--- src/hw/rtl/coefficient_compress_pack_assert.svh ---
// assertion macros shared by the coefficient compress/pack rtl
// no dependencies; included by the modules that carry checks
`ifndef COEFFICIENT_COMPRESS_PACK_ASSERT_SVH
`define COEFFICIENT_COMPRESS_PACK_ASSERT_SVH
`ifndef SYNTHESIS
// clocked check, held off while reset is asserted
`define CCP_ASSERT_RST(label, clk, rst_n, prop) \
    label: assert property (@(posedge clk) disable iff (!rst_n) prop) \
        else $error("ccp check failed");
// clocked check that also holds during reset
`define CCP_ASSERT(label, clk, prop) \
    label: assert property (@(posedge clk) prop) \
        else $error("ccp check failed");
`else
`define CCP_ASSERT_RST(label, clk, rst_n, prop)
`define CCP_ASSERT(label, clk, prop)
`endif
`endif

--- src/hw/rtl/ccp_pkg.sv ---
// shared constants and types for the coefficient compress/pack block
// no dependencies
package ccp_pkg;

    // modulus and rounding offset
    localparam int unsigned Q_MOD     = 3329;
    localparam logic [21:0] HALF_Q    = 22'd1664;

    // coef + 32768 + 522 = coef + 10*q, always positive and congruent
    localparam logic [16:0] REDUCE_OFFSET = 17'd522;

    // exact floor(u / q) for u < 2^17: (u * RED_MUL) >> RED_SHIFT
    localparam logic [16:0] RED_MUL   = 17'd80636;
    localparam int unsigned RED_SHIFT = 28;

    // exact floor(n / q) for n < 2^22: (n * CMP_MUL) >> CMP_SHIFT
    localparam logic [22:0] CMP_MUL   = 23'd5160670;
    localparam int unsigned CMP_SHIFT = 34;

    localparam logic [2:0] BYTES_TEN  = 3'd5;
    localparam logic [2:0] BYTES_FOUR = 3'd1;
    localparam logic [1:0] SLOT_LAST  = 2'd3;

    // group handed from the packer to the byte serializer
    typedef struct packed {
        logic        valid;
        logic [2:0]  cnt;
        logic [39:0] data;
    } t_load;

endpackage

--- src/hw/rtl/ccp_modq.sv ---
// input register and reduction modulo q (quotient stage)
// depends on ccp_pkg
module ccp_modq (
    input  logic        i_clk,
    input  logic        i_rst_n,
    input  logic        i_adv,
    input  logic        i_valid,
    input  logic [15:0] i_coefficient,
    output logic        o_valid,
    output logic [16:0] o_u,
    output logic [4:0]  o_q
);

    logic        r_s1_valid;
    logic [15:0] r_s1_coef;
    logic        r_s2_valid;
    logic [16:0] r_s2_u;
    logic [4:0]  r_s2_q;

    logic [16:0] n_u;
    logic [33:0] w_prod;

    // offset binary of the signed word, then move by 522 to reach coef + 10q
    assign n_u    = {1'b0, ~r_s1_coef[15], r_s1_coef[14:0]} + ccp_pkg::REDUCE_OFFSET;
    assign w_prod = 34'(n_u) * 34'(ccp_pkg::RED_MUL);

    always_ff @(posedge i_clk) begin
        if (!i_rst_n) begin
            r_s1_valid <= 1'b0;
            r_s2_valid <= 1'b0;
        end else if (i_adv) begin
            r_s1_valid <= i_valid;
            r_s2_valid <= r_s1_valid;
        end
    end

    always_ff @(posedge i_clk) begin
        if (i_adv) begin
            r_s1_coef <= i_coefficient;
            r_s2_u    <= n_u;
            r_s2_q    <= w_prod[ccp_pkg::RED_SHIFT+4:ccp_pkg::RED_SHIFT];
        end
    end

    assign o_valid = r_s2_valid;
    assign o_u     = r_s2_u;
    assign o_q     = r_s2_q;

endmodule

--- src/hw/rtl/ccp_compress.sv ---
// remainder modulo q and rounded compression to 10 or 4 bits
// depends on ccp_pkg
module ccp_compress (
    input  logic        i_clk,
    input  logic        i_rst_n,
    input  logic        i_adv,
    input  logic        i_valid,
    input  logic [16:0] i_u,
    input  logic [4:0]  i_q,
    input  logic        i_ten_bit_mode,
    output logic        o_valid,
    output logic [9:0]  o_c
);

    logic        r_valid;
    logic [9:0]  r_c;

    logic [16:0] w_rem;
    logic [11:0] w_t;
    logic [21:0] w_num;
    logic [44:0] w_prod;
    logic [9:0]  n_c;

    assign w_rem  = i_u - (17'(i_q) * 17'(ccp_pkg::Q_MOD));
    assign w_t    = w_rem[11:0];
    assign w_num  = i_ten_bit_mode ? ({w_t, 10'b0} + ccp_pkg::HALF_Q)
                                   : ({6'b0, w_t, 4'b0} + ccp_pkg::HALF_Q);
    assign w_prod = 45'(w_num) * 45'(ccp_pkg::CMP_MUL);

    // quotient can reach 2^d, the mask wraps it to zero
    assign n_c = i_ten_bit_mode ? w_prod[ccp_pkg::CMP_SHIFT+9:ccp_pkg::CMP_SHIFT]
                                : {6'b0, w_prod[ccp_pkg::CMP_SHIFT+3:ccp_pkg::CMP_SHIFT]};

    always_ff @(posedge i_clk) begin
        if (!i_rst_n) begin
            r_valid <= 1'b0;
        end else if (i_adv) begin
            r_valid <= i_valid;
        end
    end

    always_ff @(posedge i_clk) begin
        if (i_adv) begin
            r_c <= n_c;
        end
    end

    assign o_valid = r_valid;
    assign o_c     = r_c;

endmodule

--- src/hw/rtl/ccp_pack.sv ---
// gathers compressed values into groups of four (10-bit) or two (4-bit)
// depends on ccp_pkg
module ccp_pack (
    input  logic          i_clk,
    input  logic          i_rst_n,
    input  logic          i_adv,
    input  logic          i_clear,
    input  logic          i_valid,
    input  logic [9:0]    i_c,
    input  logic          i_ten_bit_mode,
    output ccp_pkg::t_load o_load
);

    logic [1:0]  r_slot;
    logic [29:0] r_held;
    logic [1:0]  n_slot;
    logic [29:0] n_held;
    logic        w_complete;

    assign w_complete = i_ten_bit_mode ? (r_slot == ccp_pkg::SLOT_LAST) : r_slot[0];

    always_comb begin
        o_load = '0;
        if (i_valid && w_complete) begin
            o_load.valid = 1'b1;
            if (i_ten_bit_mode) begin
                o_load.cnt  = ccp_pkg::BYTES_TEN;
                o_load.data = {i_c, r_held};
            end else begin
                o_load.cnt  = ccp_pkg::BYTES_FOUR;
                o_load.data = {32'b0, i_c[3:0], r_held[3:0]};
            end
        end
    end

    always_comb begin
        n_slot = r_slot;
        n_held = r_held;
        if (w_complete) begin
            n_slot = 2'd0;
            n_held = '0;
        end else if (i_ten_bit_mode) begin
            n_slot = r_slot + 2'd1;
            unique case (r_slot)
                2'd0:    n_held = r_held | {20'b0, i_c};
                2'd1:    n_held = r_held | {10'b0, i_c, 10'b0};
                2'd2:    n_held = r_held | {i_c, 20'b0};
                default: n_held = r_held;
            endcase
        end else begin
            n_slot = 2'd1;
            n_held = {26'b0, i_c[3:0]};
        end
    end

    // a mode write drops any partial group
    always_ff @(posedge i_clk) begin
        if (!i_rst_n || i_clear) begin
            r_slot <= 2'd0;
            r_held <= '0;
        end else if (i_valid && i_adv) begin
            r_slot <= n_slot;
            r_held <= n_held;
        end
    end

endmodule

--- src/hw/rtl/ccp_serial.sv ---
// byte serializer: shifts a loaded group out one byte per accepted word
// depends on ccp_pkg and coefficient_compress_pack_assert.svh
`include "coefficient_compress_pack_assert.svh"

module ccp_serial (
    input  logic           i_clk,
    input  logic           i_rst_n,
    input  ccp_pkg::t_load i_load,
    output logic           o_can_load,
    output logic           o_valid,
    input  logic           i_stall,
    output logic [7:0]     o_packed_byte,
    output logic           o_group_end
);

    logic [2:0]  r_cnt;
    logic [39:0] r_data;
    logic        w_take;
    logic        w_load;

    assign o_valid    = (r_cnt != 3'd0);
    assign w_take     = o_valid && !i_stall;
    // a new group may land on the cycle the last byte leaves
    assign o_can_load = (r_cnt == 3'd0) || ((r_cnt == 3'd1) && !i_stall);
    assign w_load     = i_load.valid && o_can_load;

    always_ff @(posedge i_clk) begin
        if (!i_rst_n) begin
            r_cnt <= 3'd0;
        end else if (w_load) begin
            r_cnt <= i_load.cnt;
        end else if (w_take) begin
            r_cnt <= r_cnt - 3'd1;
        end
    end

    always_ff @(posedge i_clk) begin
        if (w_load) begin
            r_data <= i_load.data;
        end else if (w_take) begin
            r_data <= {8'b0, r_data[39:8]};
        end
    end

    assign o_packed_byte = r_data[7:0];
    assign o_group_end   = (r_cnt == 3'd1);

    `CCP_ASSERT_RST(a_cnt_range, i_clk, i_rst_n, r_cnt <= ccp_pkg::BYTES_TEN)
    `CCP_ASSERT_RST(a_load_size, i_clk, i_rst_n,
        i_load.valid |-> (i_load.cnt == ccp_pkg::BYTES_TEN || i_load.cnt == ccp_pkg::BYTES_FOUR))
    `CCP_ASSERT_RST(a_load_count, i_clk, i_rst_n, w_load |=> (r_cnt == $past(i_load.cnt)))
    `CCP_ASSERT_RST(a_drain_empty, i_clk, i_rst_n,
        (w_take && r_cnt == 3'd1 && !i_load.valid) |=> !o_valid)

endmodule

--- src/hw/rtl/coefficient_compress_pack.sv ---
// Streaming compressor and bit packer for coefficients modulo 3329.
// Input channel: i_valid / o_stall carry one signed 16-bit coefficient per word.
// Output channel: o_valid / i_stall carry one packed byte per word; o_group_end
// marks the last byte of a group (five bytes per four coefficients in 10-bit
// mode, one byte per two coefficients in 4-bit mode, low value in low bits).
// Config: i_cfg_wr_en writes i_cfg_wr_data into the mode bit (1 = 10-bit) and
// drops any partial group; write only while the block is empty.
// Path: the word that completes a group passes the modq input register, the
// modq quotient register, the remainder/compress register and the packer's
// load into the byte serializer, which then offers the group's first byte.
// Throughput: one coefficient per cycle in 4-bit mode while i_stall is low;
// in 10-bit mode the one-byte output port sets the pace, five bytes per group.
// Reset (synchronous, active low) empties the pipeline, clears the partial
// group and selects 10-bit mode. A stalled receiver holds the current byte;
// the pipeline keeps taking words until a completed group cannot be handed
// to the serializer, then o_stall rises.
module coefficient_compress_pack (
    input  logic        i_clk,
    input  logic        i_rst_n,
    input  logic        i_cfg_wr_en,
    input  logic        i_cfg_wr_data,
    input  logic        i_valid,
    output logic        o_stall,
    input  logic [15:0] i_coefficient,
    output logic        o_valid,
    input  logic        i_stall,
    output logic [7:0]  o_packed_byte,
    output logic        o_group_end
);

    logic           r_ten_bit_mode;
    logic           w_adv;
    logic           w_can_load;
    logic           w_s2_valid;
    logic [16:0]    w_s2_u;
    logic [4:0]     w_s2_q;
    logic           w_s3_valid;
    logic [9:0]     w_s3_c;
    ccp_pkg::t_load w_load;

    always_ff @(posedge i_clk) begin
        if (!i_rst_n) begin
            r_ten_bit_mode <= 1'b1;
        end else if (i_cfg_wr_en) begin
            r_ten_bit_mode <= i_cfg_wr_data;
        end
    end

    // whole pipeline holds only when a finished group finds the serializer busy
    assign w_adv   = !(w_load.valid && !w_can_load);
    assign o_stall = !w_adv;

    ccp_modq u_modq (
        .i_clk         (i_clk),
        .i_rst_n       (i_rst_n),
        .i_adv         (w_adv),
        .i_valid       (i_valid),
        .i_coefficient (i_coefficient),
        .o_valid       (w_s2_valid),
        .o_u           (w_s2_u),
        .o_q           (w_s2_q)
    );

    ccp_compress u_compress (
        .i_clk          (i_clk),
        .i_rst_n        (i_rst_n),
        .i_adv          (w_adv),
        .i_valid        (w_s2_valid),
        .i_u            (w_s2_u),
        .i_q            (w_s2_q),
        .i_ten_bit_mode (r_ten_bit_mode),
        .o_valid        (w_s3_valid),
        .o_c            (w_s3_c)
    );

    ccp_pack u_pack (
        .i_clk          (i_clk),
        .i_rst_n        (i_rst_n),
        .i_adv          (w_adv),
        .i_clear        (i_cfg_wr_en),
        .i_valid        (w_s3_valid),
        .i_c            (w_s3_c),
        .i_ten_bit_mode (r_ten_bit_mode),
        .o_load         (w_load)
    );

    ccp_serial u_serial (
        .i_clk         (i_clk),
        .i_rst_n       (i_rst_n),
        .i_load        (w_load),
        .o_can_load    (w_can_load),
        .o_valid       (o_valid),
        .i_stall       (i_stall),
        .o_packed_byte (o_packed_byte),
        .o_group_end   (o_group_end)
    );

endmodule

--- config.mk ---
export PLATFORM = sky130hd
export DESIGN_NAME = coefficient_compress_pack
export DESIGN_NICKNAME = d
export VERILOG_FILES = /design/src/hw/rtl/ccp_pkg.sv /design/src/hw/rtl/ccp_modq.sv /design/src/hw/rtl/ccp_compress.sv /design/src/hw/rtl/ccp_pack.sv /design/src/hw/rtl/ccp_serial.sv /design/src/hw/rtl/coefficient_compress_pack.sv
export VERILOG_INCLUDE_DIRS = /design/src /design/src/hw/rtl
export SDC_FILE = /design/constraint.sdc
export NUM_CORES = 1
export LEC_CHECK = 0
export ABC_CLOCK_PERIOD_IN_PS = 12250
export BUFFER_PORTS_ARGS = -buffer_cell sky130_fd_sc_hd__buf_2
export CORE_ASPECT_RATIO = 0.5
export CORE_MARGIN = 3
export CORE_UTILIZATION = 40
export CTS_BUF_LIST = sky130_fd_sc_hd__clkbuf_4 sky130_fd_sc_hd__clkbuf_8 sky130_fd_sc_hd__clkbuf_16
export DETAILED_ROUTE_END_ITERATION = 6
export PLACE_DENSITY = 0.53
export SLEW_MARGIN = 10
export SYNTH_ARGS = -nofsm -noshare
export SYNTH_HDL_FRONTEND = slang
export SYNTH_SLANG_ARGS = --single-unit
--- constraint.sdc ---
create_clock -name i_clk -period 12.25 [get_ports i_clk]
set_clock_uncertainty 0.2 [all_clocks]
set_input_delay 2.45 -clock i_clk [delete_from_list [all_inputs] [get_ports i_clk]]
set_output_delay 2.45 -clock i_clk [all_outputs]
set_load 0.005 [all_outputs]
==> metrics.txt <==
# TYPE chip_impl_metric gauge
chip_impl_metric{name="seq_area_frac_synth",unit="%"} 18.2
chip_impl_metric{name="timing.critical_path.slowest_cell_delay",unit="ps"} 710
chip_impl_metric{name="fraction_of_final_layout_cells_sized_beyond_drive_strength_1",unit="%"} 5.33
chip_impl_info{name="sort_of_element_at_the_end_of_the_critical_path",value="flip-flop"} 1
chip_impl_metric{name="i_o_buffers",unit=""} 32
chip_impl_metric{name="start_util",unit="%"} 40.9
chip_impl_metric{name="setup_viol_count_final",unit=""} 0
chip_impl_metric{name="setup_tns",unit="ps"} 0
chip_impl_info{name="rsz_0062_raised_after_global_routing",value="no"} 1
chip_impl_metric{name="postRouteAntennaNets",unit=""} 0
chip_impl_metric{name="grt-ovfl-total",unit=""} 0
chip_impl_metric{name="core.rowCount",unit=""} 54
chip_impl_info{name="yosys-top-cells-count",value="inv_1, ha_1, fa_1, nand2_1, edfxtp_1"} 1
chip_impl_metric{name="detail_route.iter0.violations",unit=""} 680
chip_impl_metric{name="cts-hold-fix-buffers",unit=""} 0
chip_impl_metric{name="area_growth_syn_to_layout",unit="%"} 7.64
chip_impl_metric{name="timing_worst_slew_pin_value",unit="ps"} 1100
chip_impl_metric{name="post-cts-setup-buffers",unit=""} 0
chip_impl_metric{name="place.gp.congestion",unit=""} 0.898
chip_impl_metric{name="number_of_cells_upsized_or_downsized_after_cts",unit=""} 0
chip_impl_info{name="ctsRootBufferMaster",value="clkbuf_16"} 1
chip_impl_info{name="crit_top_cell",value="fa_1"} 1
chip_impl_metric{name="route.detailed.wl_per_inst",unit="µm"} 17.3
chip_impl_info{name="cts_tree",value="built"} 1
chip_impl_metric{name="fmaxAchievable",unit="GHz"} 0.0916
chip_impl_metric{name="yosys_register_bits",unit=""} 122
chip_impl_metric{name="grt_pass1_wl",unit="µm"} 68700
chip_impl_metric{name="report.final.slew_viol_count",unit=""} 0
chip_impl_metric{name="die_h",unit="µm"} 156
chip_impl_metric{name="post-route-drc-count",unit=""} 0
chip_impl_metric{name="syn-mean-instance-area",unit="µm²"} 10.1
chip_impl_info{name="critPathSlowestCell",value="o21ai_0"} 1
chip_impl_metric{name="sum_of_net_half_perimeters_after_detailed_placement",unit="µm"} 35500
chip_impl_metric{name="clk_pin_slew_worst_paths",unit="ps"} 60
chip_impl_metric{name="routed-via-count",unit=""} 11700
chip_impl_metric{name="finalNonFillerCells",unit=""} 2407
chip_impl_info{name="synthMostInstantiatedCell",value="inv_1"} 1
chip_impl_metric{name="synth_top_area_share",unit="%"} 30.0
chip_impl_metric{name="async_flop_share",unit="%"} 0
chip_impl_metric{name="arrival",unit="ps"} 10860
chip_impl_metric{name="relSlewSlack",unit="%"} 26.4
chip_impl_metric{name="clock_insertion_delay_at_the_later_pin_of_the_skew_report",unit="ps"} 430
chip_impl_metric{name="antenna_violations_before_repair",unit=""} 0
chip_impl_info{name="critPathKind",value="reg -> reg"} 1
chip_impl_metric{name="grt_pass1_vias",unit=""} 12400
chip_impl_metric{name="firstDrtPassIters",unit=""} 5
chip_impl_metric{name="floorplan.io_pins",unit=""} 33
chip_impl_metric{name="all_layer_global_routing_usage",unit="%"} 18.6
chip_impl_metric{name="post-route-util",unit="%"} 44.0
chip_impl_metric{name="largest_net_degree_at_the_start_of_global_routing",unit=""} 61
chip_impl_metric{name="nets",unit=""} 2411
chip_impl_metric{name="post-route-min-period",unit="ps"} 10920
chip_impl_metric{name="syn-instance-count",unit=""} 1778
chip_impl_metric{name="finalHoldViolations",unit=""} 0
chip_impl_metric{name="regToRegSetupSlack",unit="ps"} 1330
chip_impl_metric{name="detail_route.wirelength",unit="µm"} 41700
chip_impl_metric{name="antenna_cells_inserted",unit=""} 0
chip_impl_metric{name="synth-edff-count",unit=""} 83
chip_impl_metric{name="coreArea",unit="µm²"} 44000
chip_impl_info{name="status",value="complete, no violations"} 1
chip_impl_metric{name="period_share",unit="%"} 89.2
chip_impl_metric{name="dpl.cell_count",unit=""} 2375
chip_impl_info{name="hp-class",value="reg -> reg"} 1
chip_impl_metric{name="chipWidth",unit="µm"} 306
chip_impl_metric{name="cts_num_sinks",unit=""} 122
chip_impl_metric{name="vias_per_cell",unit=""} 4.87
chip_impl_info{name="netlist.top_cell.by_area",value="fa_1"} 1
chip_impl_metric{name="critPathRequiredTime",unit="ps"} 12190
chip_impl_metric{name="critical_path.max_fanout",unit=""} 6
chip_impl_metric{name="htreeDepth",unit=""} 4
chip_impl_info{name="startpoint_type_of_the_worst_setup_path",value="flip-flop"} 1
chip_impl_metric{name="synth.net_count",unit=""} 2383
chip_impl_metric{name="fp.dieArea",unit="µm²"} 47700
chip_impl_info{name="ys.flop_type",value="edfxtp_1"} 1
chip_impl_metric{name="synthDistinctLibCells",unit=""} 66
chip_impl_metric{name="mappedNetlistArea",unit="µm²"} 18000
chip_impl_metric{name="tritoncts.num_buffers",unit=""} 17
chip_impl_metric{name="clock_tree.buffer_depth",unit=""} 2
chip_impl_info{name="netlist_top_cells_area",value="fa_1, ha_1, edfxtp_1"} 1
chip_impl_metric{name="yosysWarningCount",unit=""} 0
chip_impl_metric{name="maxCapViolations",unit=""} 0
==> worst max-delay path, delay by kind of cell, from the launching register on <==
kind / cells / cell delay (ps)
fa+ha+maj: 12 / 5050
simple gates: 5 / 890
xor+xnor: 2 / 570
compound gates: 10 / 2680
buf+inv: 7 / 750
flops: 1 / 500
==> kinds of logic after synthesis <==
kind of cell             Yosys count  share of synthesized area (%)
multiplexers                      13                          0.870
XOR/XNOR                          74                           3.61
adder cells (fa/ha/maj)          583                           51.8
AO/OA/AOI/OAI                    192                           6.77
buffers and inverters            490                           10.7
AND/OR/NAND/NOR                  304                           8.03
flip-flops                       122                           18.2
==> cells in the final DEF, fill, tap and decap left out, types with 15 or more instances in the layout <==
cell       count
a21o_1        20
a21oi_1       74
and3_1        15
buf_2         32
clkbuf_16     19
dfxtp_1       38
edfxtp_1      83
fa_1         269
ha_1         314
inv_1        457
nand2_1      112
nand3_1       43
nor2_1        62
o21ai_0       36
xnor2_1       52
xor2_1        22
==> sequential cells by signal, indices dropped and copies added, names as in the netlist <==
register	count
u_modq.o_q	5
u_modq.r_s1_coef	16
u_compress.o_c	10
u_modq.o_u	12
u_compress.o_valid	1
u_serial.r_cnt	3
u_modq.r_s1_valid	1
u_pack.r_held	30
u_pack.r_slot	2
r_ten_bit_mode	1
u_modq.o_valid	1
u_serial.r_data	40
==> worst paths after layout <==
path,startpoint,endpoint,cells past startpoint
setup / recovery,u_modq.o_q[0],u_compress.o_c[9],36
setup reg to reg,u_modq.o_q[0],u_compress.o_c[9],36
hold / removal,u_pack.r_held[24],u_pack.r_held[24],2
hold reg to reg,u_pack.r_held[24],u_pack.r_held[24],2
==> stage by stage <==
step | setup WS [ps] | cell area, µm² | hold slack (ps)
after detailed placement | 1370 | 18800 | 253
after floorplan | 2640 | 18000 | 236
after global placement | 1510 | 18800 | 248
final | 1330 | 19300 | 267
after CTS | 1350 | 19300 | 269
after global routing | 654 | 19300 | 291
==> layout make-up <==
cell class | count | area [µm²]
fillers | 4271 | 24600
multi-input cells | 1166 | 12800
flip-flops and latches | 122 | 3270
inverters | 458 | 1720
well taps | 588 | 736
clock buffers | 20 | 489
repair buffers | 41 | 228
clock inverters | 12 | 103
==> routing by layer <==
| layer | vias up | share of wire, % | global-route usage, % |
|---|---|---|---|
| li1 | 5701 | - | - |
| met2 | 245 | 44 | 29.7 |
| met4 | 0 | 1.5 | 3.73 |
| met3 | 34 | 5.0 | 3.39 |
| met1 | 5731 | 49 | 26.5 |
| met5 | - | 0 | 0 |
Power is left out: the tool's default activity adds up to more than one toggle a clock period on the data nets, which glitch-free logic cannot reach.
